--- src/hdl/lzwmf_ram.sv ---
// Generic single-port-write, single-port-read RAM with registered read.
// No dependencies.
module lzwmf_ram #(
   parameter int Width = 8,
   parameter int Depth = 256
) (
   input  logic                     clock,
   input  logic                     wr_en,
   input  logic [$clog2(Depth)-1:0] wr_addr,
   input  logic [Width-1:0]         wr_data,
   input  logic [$clog2(Depth)-1:0] rd_addr,
   output logic [Width-1:0]         rd_data
);
   logic [Width-1:0] mem [Depth];
   always_ff @(posedge clock) begin
      if (wr_en) begin
         mem[wr_addr] <= wr_data;
      end
      rd_data <= mem[rd_addr];
   end
endmodule

--- config.mk ---
export PLATFORM = sky130hd
export DESIGN_NAME = lzwmf_ram
export DESIGN_NICKNAME = d
export VERILOG_FILES = /design/src/hdl/lzwmf_ram.sv
export SDC_FILE = /design/constraint.sdc
export NUM_CORES = 2
export LEC_CHECK = 0
export ABC_CLOCK_PERIOD_IN_PS = 6400
export BUFFER_PORTS_ARGS = -buffer_cell sky130_fd_sc_hd__clkbuf_2
export CAP_MARGIN = 15
export CORE_AREA = 4 4 489 491
export DETAILED_ROUTE_END_ITERATION = 10
export DIE_AREA = 0 0 493 495
export PLACE_DENSITY_LB_ADDON = 0.3
export SLEW_MARGIN = 30
export SYNTH_ARGS = -nofsm -noshare
export SYNTH_HDL_FRONTEND = slang
export SYNTH_SLANG_ARGS = --single-unit
--- constraint.sdc ---
create_clock -name clock -period 6.4 [get_ports clock]
set_input_delay 1.28 -clock clock [delete_from_list [all_inputs] [get_ports clock]]
set_output_delay 1.28 -clock clock [all_outputs]
set_load 0.03 [all_outputs]
## After elaboration in Yosys (flattened, before gate mapping)

Memories as Yosys holds them, arrays and structs flattened. A register that Yosys moved wholly into a read port is not among the register bits.
Cells that the tools add are included.

- Input bits: 26
- Output and inout port bits: 8
- Memories kept: 1
- Memory bits (writable): 2048
- Logic and storage cells: 3
- Flip-flop bits (word level): 0

Memory list:

| name | words | width | read ports | clocked after memory_dff | wr ports | line | text |
|---|---|---|---|---|---|---|---|
| mem | 256 | 8 | 1 | 1 | 1 | 14 | `logic [Width-1:0] mem [Depth];` |

- Muxes and demuxes: 2

Operators with widths:

| cell | number |
|---|---|
| 1-bit two-way mux | 2 |

## Logic depth before layout (Yosys ltp)

- Word-level depth: 2
- Depth in mapped cells: 11
- Depth with buffers taken out: 6

## Worst setup path after synthesis

OpenSTA, ideal clock, no wires.

- Path type: in2reg
- From: in rd_addr[0]
- To: reg rd_data[2], read port of mem
- Cell stages on the path: 9
- Slack: 3182 ps
- Library setup time: 131 ps
- Required time: 6269 ps
- Path buffers: 4
- Arrival: 3087 ps
- Cells stage by stage: buf_6 -> buf_12 -> buf_8 -> buf_2 -> mux4_2 -> a22oi_1 -> a21oi_1 -> nor4_1 -> nor4_2

RTL lines:

| item | line | text |
|---|---|---|
| start, declared | 11 | `input logic [$clog2(Depth)-1:0] rd_addr,` |
| end, declared | 12 | `output logic [Width-1:0] rd_data` |

==> results.tsv <==
metric	value	unit
synthesis.area	79600	um2
fp.dieArea	244000	um2
nFillCells	21163	
arrival	5.25	ns
placed_area	83500	um2
crit_type	input pin to register	
place_inst	6791	
hpwlAfterDp	125000	um
cts_resized	0	
worstMarginPinSlew	1.19	ns
irDropWorstVdd	0.206	mV
drc_errors	0	
numCtsBuffers	201	
core_area	235000	um2
post-cts-setup-buffers	0	
power_density	308	nW/um2
rrSetupSlack	3.25	ns
synth_flop_cell	edfxtp_1	
ys_ff_latch	2056	
grt_max_degree	175	
route.vias.total	38712	
routed_wl	208000	um
synthTopCellsByArea	edfxtp_1 77%, mux4_2 13%, mux2i_1 1.7%	
cp_max_fo	43	
clk_path_buf_depth	3	
post-route-util	0.383	
via_per_inst	5.40	
fin_nets	3872	
fmax	220	MHz
clock_sinks	2056	
max-cap-violations	0	
die_x	493	um
syn_inst	3733	
htreeDepth	4	
drive_gt1_frac	0.232	
synth_area_per_cell	21.3	um2
tritoncts	done	
syn_nets	3759	
path_clk_slew	0.06	ns
cts-root-buf	clkbuf_16	
grt_usage	0.169	
pin_count	34	
endpoint	rd_data[5]$_DFF_P_	
holdWs	0.844	ns
ant_nets	0	
overflow	0	
syn2layout_area_growth	13.1	%
finalCritPeriodShare	0.710	
timing.setup.tns	0	ns
grt_pass1_vias	39098	
insertion_delay	0.84	ns
grt_pass1_wl	299000	um
r2r-end	rd_data[5]$_DFF_P_	
reg2reg_from	mem[195][5]$_DFFE_PP_	
worstPathRequired	7.10	ns
core.rowCount	178	
synth_warnings	0	
outcome	finished clean	
yosys.area.top_type	edfxtp_1	
rsz0062_at_grt	false	
synth-async-reset-ratio	0	
finalMaxSlewViolations	0	
hold_buffers	0	
end_kind	register	
hold_path_depth	1	
yosysTopAreaCellShare	0.773	
antenna_found_initial	8	
wire_per_inst	29.0	um
io_buffer_count	33	
dr.pass1.iters	5	
fin_crit	4.55	ns
hold_viol	0	
start_kind	input pin	
finalInstanceArea	89900	um2
reg2reg_depth	6	
finalNonFillerCells	7171	
gp_congestion	0.793	
final-setup-viol-count	0	
synth_edf_count	2048	
p_leak	27.2	nW
first_iter_violations	4486	
ys_seq_area_frac	0.775	
initial_core_util	0.339	
slew_headroom	0.208	
hold_path.class	input pin to register	
die_h	495	um
skew	0.0339	ns
synth_cell_types	55	
startpoint	rd_addr[0]	
-- flip-flops by register name, indices dropped and copies added, names as in the netlist --
register  count
mem        2048
rd_data       8
-- cell usage after synthesis (2+ instances only) --
cell type  count
a2111oi_0      2
a2111oi_1      2
a211oi_1      16
a21oi_1       96
a221oi_1      13
a22o_1         8
a22oi_1      133
a311oi_1       2
a31oi_1        2
and2_1         6
and3b_1        2
buf_1         22
buf_12         8
buf_2         31
buf_4         27
buf_6         21
buf_8         13
clkbuf_1     111
dfxtp_1        8
edfxtp_1    2048
mux2i_1      134
mux4_1         2
mux4_2       454
nand2_1       33
nand2b_1       8
nand3_1       34
nand3b_1       2
nand4_1       10
nor2_1       282
nor2b_1       31
nor3_1        22
nor4_1        24
nor4_2         3
o211ai_1      10
o21ai_0       10
o21ai_1        2
o221ai_1      46
o22a_1         5
o22ai_1       28
o32ai_1        4
or2_2          4
-- metal layers --
metal | track usage | share of wire | up-vias
met5 | 0 | 0.000053 | -
met4 | 0.0390 | 0.020 | 2
met3 | 0.0309 | 0.068 | 270
met2 | 0.271 | 0.48 | 1469
met1 | 0.241 | 0.43 | 21028
li1 | - | - | 15943
-- metrics by stage --
step	power, mW	setup WS (ns)
floorplan	15.9	3.18
global placement	16.5	0.565
detailed placement	16.6	0.991
CTS	27.9	1.92
global route	28.6	1.86
finish	27.7	1.85
-- cell type report --
cell class | count | area (um2) | area share
sequential | 2056 | 61700 | 0.686
inverter | 2 | 7.51 | 0.0000835
antenna | 3 | 7.51 | 0.0000835
clock buffer | 251 | 5310 | 0.0591
timing repair buffer | 143 | 1410 | 0.0157
multi-input combinational | 1442 | 16600 | 0.185
clock inverter | 124 | 992 | 0.0110
tap | 3150 | 3940 | 0.0438
-- power breakdown --
group / internal [mW] / total, mW / switching, mW
combinational: 0.457 / 1.39 / 0.933
sequential: 14.8 / 14.9 / 0.0267
clock: 6.34 / 11.5 / 5.11
-- cell families after synthesis --
group | Yosys count | share of synthesized area
flops | 2056 | 0.775
mux | 591 | 0.146
simple gates | 466 | 0.0263
compound gates | 385 | 0.0342
buf+inv | 235 | 0.0183
-- critical path, stage by stage --
cell and delay, ns:
buf_8 0.39, buf_12 0.31, buf_4 0.41, mux4_2 0.63
a22o_1 0.21, a221oi_1 0.69, o32ai_1 0.41, nor3_2 0.66
nor4_1 0.12
-- placed cells by master, fill, tap and decap left out, types with 27 or more instances in the layout --
cell type / instances
clkbuf_16: 204
nor2b_1: 27
nand3_1: 30
clkbuf_1: 44
o22ai_1: 28
a21oi_1: 96
mux2i_1: 134
buf_4: 87
o221ai_1: 46
clkinv_1: 53
a22oi_1: 133
nor2_1: 259
mux4_2: 454
nand2_1: 32
clkinv_2: 35
edfxtp_1: 2048
-- how the worst min path moves through the flow --
| stage | start | endpoint | slack, ns |
|---|---|---|---|
| finish | wr_data[7] | mem[154][7]$_DFFE_PP_ | 0.84 |
| global route | wr_data[7] | mem[154][7]$_DFFE_PP_ | 0.82 |
| CTS | wr_data[1] | mem[195][1]$_DFFE_PP_ | 0.83 |
| detailed placement | mem[51][5]$_DFFE_PP_ | rd_data[5]$_DFF_P_ | 1.0 |
| global placement | mem[43][6]$_DFFE_PP_ | rd_data[6]$_DFF_P_ | 1.01 |
| floorplan | mem[40][3]$_DFFE_PP_ | rd_data[3]$_DFF_P_ | 0.77 |
Power figures use the tool's default switching activity.
